File: src/rtl/ath_pkg.sv
// ----------------------------------------------------------------------------
// ath_pkg
// Shared types and constants of the averaged heat/cool thermostat.
// ----------------------------------------------------------------------------
`default_nettype none

package ath_pkg;

    // field widths
    localparam int SAMPLE_W   = 10;
    localparam int LEVEL_W    = 9;
    localparam int TARGET_W   = 8;
    localparam int SUM_W      = 13;
    localparam int COUNT_W    = 4;
    localparam int BLINK_W    = 4;

    // configuration port
    localparam int CFG_IDX_W  = 2;
    localparam int CFG_DATA_W = 8;
    localparam logic [CFG_IDX_W-1:0] REG_DEVICE_ON   = 2'd0;
    localparam logic [CFG_IDX_W-1:0] REG_TARGET_TEMP = 2'd1;
    localparam logic [TARGET_W-1:0]  TARGET_RESET    = 8'd60;

    // parameter defaults
    localparam int AVG_LENGTH_DEFAULT  = 10;
    localparam int START_LEVEL_DEFAULT = 35;

    // reciprocal divide: shift chosen so the quotient is exact for any
    // sum below 2**SUM_W and any divisor up to 16
    localparam int DIV_SHIFT = SUM_W + 4;
    localparam int DIV_M_W   = DIV_SHIFT + 1;
    localparam int PROD_W    = SUM_W + DIV_M_W;

    // control thresholds and blink period
    localparam logic [LEVEL_W-1:0] START_MARGIN = 9'd5;
    localparam logic [LEVEL_W-1:0] STOP_MARGIN  = 9'd1;
    localparam logic [BLINK_W-1:0] BLINK_PERIOD = 4'd10;

    typedef struct packed {
        logic heater;
        logic cooler;
        logic lamp;
    } ctrl_flags_t;

endpackage

`default_nettype wire

File: src/rtl/ath_ifs.sv
// ----------------------------------------------------------------------------
// ath interfaces
// Valid/ready channels for samples, results and register writes.
// ----------------------------------------------------------------------------
`default_nettype none

interface ath_sample_if;
    logic                         valid;
    logic                         ready;
    logic [ath_pkg::SAMPLE_W-1:0] adc_sample;

    modport source (output valid, output adc_sample, input ready);
    modport sink   (input valid, input adc_sample, output ready);
endinterface

interface ath_result_if;
    logic                        valid;
    logic                        ready;
    logic                        heat_drive;
    logic                        cool_drive;
    logic                        indicator_lit;
    logic [ath_pkg::LEVEL_W-1:0] average_level;

    modport source (output valid, output heat_drive, output cool_drive,
                    output indicator_lit, output average_level, input ready);
    modport sink   (input valid, input heat_drive, input cool_drive,
                    input indicator_lit, input average_level, output ready);
endinterface

interface ath_cfg_if;
    logic                           valid;
    logic                           ready;
    logic [ath_pkg::CFG_IDX_W-1:0]  index;
    logic [ath_pkg::CFG_DATA_W-1:0] data;

    modport source (output valid, output index, output data, input ready);
    modport sink   (input valid, input index, input data, output ready);
endinterface

`default_nettype wire

File: src/rtl/ath_avg.sv
// ----------------------------------------------------------------------------
// ath_avg
// Running sum of halved samples and block mean by reciprocal multiply.
// ----------------------------------------------------------------------------
`default_nettype none

module ath_avg #(
    parameter int AVG_LENGTH  = ath_pkg::AVG_LENGTH_DEFAULT,
    parameter int START_LEVEL = ath_pkg::START_LEVEL_DEFAULT
) (
    input  wire logic                         clk,
    input  wire logic                         rst_n,
    input  wire logic                         advance,
    input  wire logic [ath_pkg::SAMPLE_W-1:0] sample,
    output logic      [ath_pkg::LEVEL_W-1:0]  level_next
);

    localparam logic [ath_pkg::DIV_M_W-1:0] DIV_M = ath_pkg::DIV_M_W'(
        ((1 << ath_pkg::DIV_SHIFT) + AVG_LENGTH - 1) / AVG_LENGTH);
    localparam logic [ath_pkg::COUNT_W-1:0] LAST_COUNT = ath_pkg::COUNT_W'(AVG_LENGTH);

    logic [ath_pkg::SUM_W-1:0]   sum_reg,   sum_next;
    logic [ath_pkg::COUNT_W-1:0] count_reg, count_next;
    logic [ath_pkg::LEVEL_W-1:0] level_reg;
    logic [ath_pkg::SUM_W-1:0]   sum_inc;
    logic [ath_pkg::COUNT_W-1:0] count_inc;
    logic [ath_pkg::PROD_W-1:0]  product;

    always_comb
    begin
        sum_inc   = sum_reg + ath_pkg::SUM_W'(sample[ath_pkg::SAMPLE_W-1:1]);
        count_inc = count_reg + 1'b1;
        product   = ath_pkg::PROD_W'(sum_inc) * ath_pkg::PROD_W'(DIV_M);
        if (count_inc == LAST_COUNT)
        begin
            level_next = product[ath_pkg::DIV_SHIFT +: ath_pkg::LEVEL_W];
            sum_next   = '0;
            count_next = '0;
        end
        else
        begin
            level_next = level_reg;
            sum_next   = sum_inc;
            count_next = count_inc;
        end
    end

    always_ff @(posedge clk or negedge rst_n)
    begin
        if (!rst_n)
        begin
            sum_reg   <= '0;
            count_reg <= '0;
            level_reg <= ath_pkg::LEVEL_W'(START_LEVEL);
        end
        else if (advance)
        begin
            sum_reg   <= sum_next;
            count_reg <= count_next;
            level_reg <= level_next;
        end
    end

endmodule

`default_nettype wire

File: src/rtl/ath_ctrl.sv
// ----------------------------------------------------------------------------
// ath_ctrl
// Bang-bang heater/cooler control and heat indicator blinking.
// ----------------------------------------------------------------------------
`default_nettype none

module ath_ctrl (
    input  wire logic                         clk,
    input  wire logic                         rst_n,
    input  wire logic                         advance,
    input  wire logic                         enable,
    input  wire logic [ath_pkg::TARGET_W-1:0] target,
    input  wire logic [ath_pkg::LEVEL_W-1:0]  level,
    output ath_pkg::ctrl_flags_t              flags_next
);

    ath_pkg::ctrl_flags_t        flags_reg;
    logic [ath_pkg::BLINK_W-1:0] blink_reg, blink_next;
    logic                        phase_reg, phase_next;
    logic [ath_pkg::LEVEL_W-1:0] tgt;
    logic [ath_pkg::LEVEL_W-1:0] diff;
    logic                        above;
    logic                        below;
    logic [ath_pkg::BLINK_W-1:0] blink_tick;

    always_comb
    begin
        tgt        = ath_pkg::LEVEL_W'(target);
        above      = level > tgt;
        below      = tgt > level;
        diff       = above ? (level - tgt) : (tgt - level);
        flags_next = flags_reg;
        blink_next = blink_reg;
        phase_next = phase_reg;
        blink_tick = '0;
        if (enable)
        begin
            // first matching rule acts
            if (below && diff > ath_pkg::START_MARGIN && !flags_reg.heater
                && !flags_reg.cooler)
            begin
                flags_next.heater = 1'b1;
                blink_next        = '0;
            end
            else if (above && diff > ath_pkg::START_MARGIN && !flags_reg.heater
                     && !flags_reg.cooler)
            begin
                flags_next.cooler = 1'b1;
            end
            else if (above && diff > ath_pkg::STOP_MARGIN && flags_reg.heater)
            begin
                flags_next.heater = 1'b0;
            end
            else if (below && diff > ath_pkg::STOP_MARGIN && flags_reg.cooler)
            begin
                flags_next.cooler = 1'b0;
            end

            if (flags_next.heater)
            begin
                blink_tick = blink_next + 1'b1;
                blink_next = blink_tick;
                if (blink_tick >= ath_pkg::BLINK_PERIOD)
                begin
                    flags_next.lamp = !phase_reg;
                    phase_next      = !phase_reg;
                    blink_next      = '0;
                end
            end
            else
            begin
                flags_next.lamp = flags_next.cooler;
            end
        end
    end

    always_ff @(posedge clk or negedge rst_n)
    begin
        if (!rst_n)
        begin
            flags_reg <= '0;
            blink_reg <= '0;
            phase_reg <= 1'b0;
        end
        else if (advance)
        begin
            flags_reg <= flags_next;
            blink_reg <= blink_next;
            phase_reg <= phase_next;
        end
    end

endmodule

`default_nettype wire

File: src/rtl/averaged_thermostat_heat_cool.sv
// ----------------------------------------------------------------------------
// averaged_thermostat_heat_cool
// Ten-sample averaging thermostat with heater, cooler and heat indicator.
// ----------------------------------------------------------------------------
// Usage:
//   sample : one ADC conversion per transaction (adc_sample).
//   result : one transaction per sample with heat_drive, cool_drive,
//            indicator_lit and average_level after that sample.
//   cfg    : register writes, always ready; index 0 is device_on,
//            index 1 is target_temp. Write only while no sample is in flight.
// Timing: a sample is taken into an input register; when the result register
//   is free or being taken, the average, control and indicator are computed
//   and loaded into the result register. One sample per cycle is sustained
//   while result is taken; the path is the sum add and the reciprocal multiply.
// Stall: when result is not taken, the result register holds, the input
//   register fills and sample.ready drops; nothing is lost.
// Reset: sum and count clear, average = START_LEVEL, actuators and LED off,
//   device_on = 0, target_temp = 60.
// ----------------------------------------------------------------------------
`default_nettype none

module averaged_thermostat_heat_cool #(
    parameter int AVG_LENGTH  = ath_pkg::AVG_LENGTH_DEFAULT,
    parameter int START_LEVEL = ath_pkg::START_LEVEL_DEFAULT
) (
    input  wire logic     clk,
    input  wire logic     rst_n,
    ath_sample_if.sink    sample,
    ath_result_if.source  result,
    ath_cfg_if.sink       cfg
);

    logic                          s1_valid_reg;
    logic [ath_pkg::SAMPLE_W-1:0]  s1_sample_reg;
    logic                          out_valid_reg;
    ath_pkg::ctrl_flags_t          out_flags_reg;
    logic [ath_pkg::LEVEL_W-1:0]   out_level_reg;
    logic                          device_on_reg;
    logic [ath_pkg::TARGET_W-1:0]  target_reg;
    logic                          advance;
    logic                          take_sample;
    logic [ath_pkg::LEVEL_W-1:0]   level_next;
    ath_pkg::ctrl_flags_t          flags_next;

    assign advance     = s1_valid_reg && (!out_valid_reg || result.ready);
    assign sample.ready = !s1_valid_reg || advance;
    assign take_sample = sample.valid && sample.ready;
    assign cfg.ready   = 1'b1;

    assign result.valid         = out_valid_reg;
    assign result.heat_drive    = out_flags_reg.heater;
    assign result.cool_drive    = out_flags_reg.cooler;
    assign result.indicator_lit = out_flags_reg.lamp;
    assign result.average_level = out_level_reg;

    ath_avg #(
        .AVG_LENGTH  (AVG_LENGTH),
        .START_LEVEL (START_LEVEL)
    ) u_avg (
        .clk        (clk),
        .rst_n      (rst_n),
        .advance    (advance),
        .sample     (s1_sample_reg),
        .level_next (level_next)
    );

    ath_ctrl u_ctrl (
        .clk        (clk),
        .rst_n      (rst_n),
        .advance    (advance),
        .enable     (device_on_reg),
        .target     (target_reg),
        .level      (level_next),
        .flags_next (flags_next)
    );

    // configuration registers
    always_ff @(posedge clk or negedge rst_n)
    begin
        if (!rst_n)
        begin
            device_on_reg <= 1'b0;
            target_reg    <= ath_pkg::TARGET_RESET;
        end
        else if (cfg.valid)
        begin
            unique case (cfg.index)
                ath_pkg::REG_DEVICE_ON:   device_on_reg <= cfg.data[0];
                ath_pkg::REG_TARGET_TEMP: target_reg    <= cfg.data;
                default:                  ;
            endcase
        end
    end

    // input stage
    always_ff @(posedge clk or negedge rst_n)
    begin
        if (!rst_n)
        begin
            s1_valid_reg <= 1'b0;
        end
        else if (sample.ready)
        begin
            s1_valid_reg <= sample.valid;
        end
    end

    always_ff @(posedge clk)
    begin
        if (take_sample)
        begin
            s1_sample_reg <= sample.adc_sample;
        end
    end

    // result stage
    always_ff @(posedge clk or negedge rst_n)
    begin
        if (!rst_n)
        begin
            out_valid_reg <= 1'b0;
        end
        else if (advance)
        begin
            out_valid_reg <= 1'b1;
        end
        else if (result.ready)
        begin
            out_valid_reg <= 1'b0;
        end
    end

    always_ff @(posedge clk)
    begin
        if (advance)
        begin
            out_flags_reg <= flags_next;
            out_level_reg <= level_next;
        end
    end

    // heater and cooler are exclusive
    a_exclusive: assert property (@(posedge clk) disable iff (!rst_n)
        result.valid |-> !(result.heat_drive && result.cool_drive))
        else $error("heater and cooler both on");

    // without heating the LED follows the cooler
    a_lamp: assert property (@(posedge clk) disable iff (!rst_n)
        (result.valid && !result.heat_drive) |-> (result.indicator_lit == result.cool_drive))
        else $error("indicator inconsistent with actuators");

    // a held input stage accepts no new sample
    a_no_overrun: assert property (@(posedge clk) disable iff (!rst_n)
        (s1_valid_reg && !advance) |-> !take_sample)
        else $error("sample accepted into a full input stage");

    // a sample that advances from the input stage reaches the result register in the next cycle
    a_advance: assert property (@(posedge clk) disable iff (!rst_n)
        advance |=> out_valid_reg)
        else $error("advanced item missing from result register");

endmodule

`default_nettype wire

File: src/flat_wrapper.sv
// flat-port wrapper written by rule: the top's interface ports become plain ports
module averaged_thermostat_heat_cool_flat 
#(
    parameter int AVG_LENGTH  = ath_pkg::AVG_LENGTH_DEFAULT,
    parameter int START_LEVEL = ath_pkg::START_LEVEL_DEFAULT
)
  (clk, rst_n, sample_valid, sample_adc_sample, sample_ready, result_valid, result_heat_drive, result_cool_drive, result_indicator_lit, result_average_level, result_ready, cfg_valid, cfg_index, cfg_data, cfg_ready);
  ath_sample_if sample_i ();
  ath_result_if result_i ();
  ath_cfg_if cfg_i ();
  input  wire logic clk;
  input  wire logic rst_n;
  input wire logic [$bits(sample_i.valid)-1:0] sample_valid;
  input wire logic [$bits(sample_i.adc_sample)-1:0] sample_adc_sample;
  output wire logic [$bits(sample_i.ready)-1:0] sample_ready;
  output wire logic [$bits(result_i.valid)-1:0] result_valid;
  output wire logic [$bits(result_i.heat_drive)-1:0] result_heat_drive;
  output wire logic [$bits(result_i.cool_drive)-1:0] result_cool_drive;
  output wire logic [$bits(result_i.indicator_lit)-1:0] result_indicator_lit;
  output wire logic [$bits(result_i.average_level)-1:0] result_average_level;
  input wire logic [$bits(result_i.ready)-1:0] result_ready;
  input wire logic [$bits(cfg_i.valid)-1:0] cfg_valid;
  input wire logic [$bits(cfg_i.index)-1:0] cfg_index;
  input wire logic [$bits(cfg_i.data)-1:0] cfg_data;
  output wire logic [$bits(cfg_i.ready)-1:0] cfg_ready;
  assign sample_i.valid = sample_valid;
  assign sample_i.adc_sample = sample_adc_sample;
  assign sample_ready = sample_i.ready;
  assign result_valid = result_i.valid;
  assign result_heat_drive = result_i.heat_drive;
  assign result_cool_drive = result_i.cool_drive;
  assign result_indicator_lit = result_i.indicator_lit;
  assign result_average_level = result_i.average_level;
  assign result_i.ready = result_ready;
  assign cfg_i.valid = cfg_valid;
  assign cfg_i.index = cfg_index;
  assign cfg_i.data = cfg_data;
  assign cfg_ready = cfg_i.ready;
  averaged_thermostat_heat_cool #(.AVG_LENGTH(AVG_LENGTH), .START_LEVEL(START_LEVEL)) u_core (.clk(clk), .rst_n(rst_n), .sample(sample_i), .result(result_i), .cfg(cfg_i));
endmodule
File: config.mk
export PLATFORM = sky130hd
export DESIGN_NAME = averaged_thermostat_heat_cool_flat
export DESIGN_NICKNAME = d
export VERILOG_FILES = /design/src/rtl/ath_pkg.sv /design/src/rtl/ath_ifs.sv /design/src/rtl/ath_avg.sv /design/src/rtl/ath_ctrl.sv /design/src/rtl/averaged_thermostat_heat_cool.sv /design/src/flat_wrapper.sv
export SDC_FILE = /design/constraint.sdc
export NUM_CORES = 1
export LEC_CHECK = 0
export BUFFER_PORTS_ARGS = -buffer_cell sky130_fd_sc_hd__buf_4
export CAP_MARGIN = 10
export CORE_ASPECT_RATIO = 1.4
export CORE_MARGIN = 4
export CORE_UTILIZATION = 45
export DETAILED_ROUTE_END_ITERATION = 10
export PLACE_DENSITY = 0.62
export SKIP_LAST_GASP = 1
export SYNTH_ARGS = -nofsm -noshare
export SYNTH_HDL_FRONTEND = slang
export SYNTH_SLANG_ARGS = --single-unit
File: constraint.sdc
create_clock -name clk -period 29.9 [get_ports clk]
set_input_delay 5.98 -clock clk [delete_from_list [all_inputs] [get_ports clk]]
set_output_delay 5.98 -clock clk [all_outputs]
set_load 0.02 [all_outputs]
### Word level (Yosys, flattened, before mapping)

Cells that the tools add are included.

* multiplexer cells: 21
* $mul: 1
* order comparisons: 5
* $add $sub $neg: 5
* reduce and logical (&&, ||, !) cells: 25
* equality and inequality tests: 2

Operators by type and width (number)
* $mul A13 B12 Y24 const B: 1
* $mux W4: 5
* $mux W9: 2
* $add A13 B9 Y13: 1
* $mux W13: 1
* $logic_and A1 B1 Y1: 12
* $mux W1: 12
* $gt A8 B9 Y1: 1
* $gt A9 B1 Y1 const B: 1
* $gt A9 B3 Y1 const B: 1
* $gt A9 B8 Y1: 1
* $sub A8 B9 Y9: 1
* $sub A9 B8 Y9: 1
* $add A4 B1 Y4 const B: 2
* $reduce_and A2 Y1: 3
* $logic_not A1 Y1: 5
* $eq A4 B4 Y1 const B: 1
* $ge A4 B4 Y1 const B: 1
* $reduce_and A4 Y1: 1
* $mux W3: 1
* $eq A2 B1 Y1 const B: 1
* $logic_not A2 Y1: 1
* $logic_or A1 B1 Y1: 2
* $reduce_bool A2 Y1: 1

* bits in registers: 67
* input port bits: 25

### Longest topological paths before layout

* word-level depth: 16
* depth in mapped cells: 53
* depth with buffers taken out: 51

### By module

From an unflattened synthesis, not the netlist that was laid out.

* cell total of the unflattened synthesis: 786
* area, all modules: 7395.8 um^2

Modules (own cells, without submodules)
* ath_avg: seq. area each 654.4 um^2, cells each 510, area each 4624.4 um^2, times used 1
* ath_ctrl: seq. area each 200.2 um^2, cells each 224, area each 1651.6 um^2, times used 1
* averaged_thermostat_heat_cool: seq. area each 940.9 um^2, cells each 52, area each 1119.8 um^2, times used 1

### Worst setup path after synthesis

No wires, ideal clock.

* kind: input to output
* from: in result_ready
* to: out sample_ready
* buffers on the path: 0
* data arrival time: 6.258 ns
* path slack: 17.662 ns
* stages on the path: 1
* cells stage by stage: nand3b_1

* word-level cells in the longest chain between the ends: 3

Ends and longest elaborated chain
* start, declared: line flat_wrapper.sv:21 `input wire logic [$bits(result_i.ready)-1:0] result_ready;`
* $logic_or A1 B1 Y1: line averaged_thermostat_heat_cool.sv:45 `assign advance = s1_valid_reg && (!out_valid_reg || result.ready);`
* $logic_and A1 B1 Y1: line averaged_thermostat_heat_cool.sv:45
* $logic_or A1 B1 Y1: line averaged_thermostat_heat_cool.sv:46 `assign sample.ready = !s1_valid_reg || advance;`
* end, declared: line flat_wrapper.sv:15 `output wire logic [$bits(sample_i.ready)-1:0] sample_ready;`

Every way passes these cells.

==> impl_metrics.ini <==
[status]
status = finished clean

[place]
dp_hpwl_um = 12300
port_buffers = 37
routabilityCongestion = 0.866

[worst_setup_path]
r2r-start = u_core.u_avg.sum_reg[0]
r2r_slack_ns = 16.96
crit_buf_inv = 2
cp.arrival_ns = 13.11
worstSetupStartpointType = flip-flop
endpoint_kind = flip-flop
cp_num_cells = 47
critical_path.endpoint = u_core.result.indicator_lit
slowest_delay_ns = 0.61
crit_slowest_cell = nor4_2
critPathMaxFanout = 15
crit_path_start = u_core.u_avg.sum_reg[0]
reg2reg_depth = 47
path_delay_family = compound AO/OA/AOI/OAI gates
crit_required_ns = 30.07
r2r-end = u_core.result.indicator_lit
worstSetupPathType = flip-flop to flip-flop

[detailed_routing]
routed_wl_um = 15100
drtIter0Drc = 188
vias = 5213
wl_per_cell_um = 15.5
firstDrtPassIters = 4
viasPerCell = 5.37
ant_nets = 0
drc = 0

[final_layout]
diodes = 0
area_delta_synth_final_pct = 10.8
largest_reg_flops = 13
finish.net_count = 951
drive_above_1_share_pct = 12.5

[yosys]
synth_top_area_share_pct = 19.6
yosys.area.top_type = ha_1
synth.avg_cell_area_um2 = 9.47
syn_area_um2 = 7030
synth_ff_type = dfrtp_1
syn_nets = 919
synth-seq-cells = 66
yosysUniqueCellTypes = 75
syn_inst = 742
async_flop_share_pct = 68.2
ys_seq_area_share_pct = 25.1
yosys_warnings = 0
synth_area_leaders = ha_1 20%, dfrtp_1 14%, fa_1 12%, edfxtp_1 9.0%, inv_1 6.4%
synth_enable_flop_cells = 21

[flow_run]
cap_violations = 0

[global_routing]
antenna_found_initial = 0
grt_pass1_vias = 5619
grt_max_degree = 46
grt_use_total_pct = 18.0
grt_pass1_wl_um = 26100
grt_overflow = 0

[worst_hold_path]
hold_depth = 1
hp-class = flip-flop to flip-flop

[clock_tree]
hold_buffers = 0
cts_setup_buffers = 0
cts_tree = yes
htree_num_levels = 3
clk_latency_ns = 0.34
cts_max_path_buffers = 2
cts_resized = 0
cts_buffers = 9
path_clk_slew_ns = 0.06
cts_root_buf = clkbuf_16
cts.sinks = 66

[floorplanning]
die-area_um2 = 17700
die_h_um = 156
start_util_pct = 46.3
die_w_um = 114
core_area_um2 = 15200
num_io_pins = 40
num_rows = 53

[timing]
rsz0062_at_grt = no
setup_tns_ns = 0
max_freq_mhz = 77.3
final.min_clock_period_ns = 12.94
slew_headroom_pct = 36.3
worst_slew_pin_slew_ns = 0.954
finalCritPeriodShare_pct = 43.3
finalMaxSlewViolations = 0
hold_viol = 0
setup_viol = 0
skew_ns = 0.00565
==> layout by cell type (no fill, tap or decap), drive strengths merged, types with 16 or more instances in the layout <==
cell type and n:
a21oi 32, buf 41, dfrtp 38, edfxtp 21, fa 42, ha 110
inv 121, mux2 16, nand2 69, nor2 38, o21ai 35, xnor2 32
==> worst reg2reg max path, delay by kind of cell, from the launching register on <==
| family | cells | cell delay [ns] |
|---|---|---|
| simple gates | 12 | 3.10 |
| compound gates | 21 | 4.67 |
| buf+inv | 2 | 0.15 |
| xor+xnor | 2 | 0.39 |
| fa+ha+maj | 10 | 4.11 |
| flops | 1 | 0.35 |
==> cells in the mapped netlist, drive strengths merged (3+ instances only) <==
| library cell | number |
|---|---|
| inv | 119 |
| ha | 110 |
| nand2 | 69 |
| fa | 42 |
| dfrtp | 38 |
| nor2 | 38 |
| o21ai | 35 |
| a21oi | 32 |
| xnor2 | 32 |
| edfxtp | 21 |
| mux2 | 16 |
| clkbuf | 12 |
| a21o | 11 |
| xor2 | 11 |
| o211ai | 9 |
| and2 | 8 |
| buf | 8 |
| nor2b | 8 |
| o21a | 8 |
| a211oi | 7 |
| dfstp | 7 |
| nand2b | 7 |
| nand3 | 7 |
| a22o | 6 |
| nor3 | 5 |
| o31ai | 5 |
| a21boi | 4 |
| a31o | 4 |
| a31oi | 4 |
| mux2i | 4 |
| or2 | 4 |
| or4 | 4 |
| nand3b | 3 |
| o2111ai | 3 |
| o21bai | 3 |
| o311ai | 3 |
==> kinds of logic after synthesis <==
kind of cell / share of synthesized area [%]
and+or+nand+nor: 11.9
other: 0.0533
xor gates and xnor gates: 5.70
AOI/OAI and AO/OA: 14.8
buffers and inverters: 7.69
adders and majority gates: 31.5
muxes: 3.19
DFF: 25.1
==> how the worst min path moves through the flow <==
stage                            startpoint                 endpoint  slack (ns)
finish              u_core.u_ctrl.phase_reg  u_core.u_ctrl.phase_reg        0.48
floorplan           u_core.u_ctrl.phase_reg  u_core.u_ctrl.phase_reg        0.44
global placement    u_core.u_ctrl.phase_reg  u_core.u_ctrl.phase_reg        0.46
CTS                 u_core.u_ctrl.phase_reg  u_core.u_ctrl.phase_reg        0.48
detailed placement  u_core.u_ctrl.phase_reg  u_core.u_ctrl.phase_reg        0.47
global route        u_core.u_ctrl.phase_reg  u_core.u_ctrl.phase_reg        0.50
==> per-layer routing <==
metal  part of all wire (%)  track usage, %  wire length, um  vias up
met5                      0               0                0        -
met4                    1.5            5.61              229        0
met3                    1.6            1.90              236       15
met2                     57            34.9             8510       53
met1                     40            20.3             6080     2559
li1                       -               -                -     2586
==> area by class of cell <==
cell class                 count  area (um^2)
fill                        1412         7400
multi-input combinational    537         4720
sequential                    66         1770
inverter                     119          447
timing repair buffer          41          308
tap                          192          240
clock buffer                   9          225
clock inverter                 7         77.6
==> stage by stage <==
stage / setup slack (ns) / hold slack, ns / area, um^2 / std cells / util, %
finish: 16.96 / 0.477 / 7790 / 971 / 51.3
floorplan: 17.66 / 0.438 / 7030 / 742 / -
detailed placement: 17.07 / 0.468 / 7480 / 955 / 49.3
global route: 15.83 / 0.496 / 7790 / 971 / 51.3
CTS: 16.99 / 0.479 / 7790 / 971 / 51.3
global placement: 17.35 / 0.459 / 7480 / 955 / 49.3
Power is left out: the tool's default activity adds up to more than one toggle a clock period on the data nets, which glitch-free logic cannot reach.
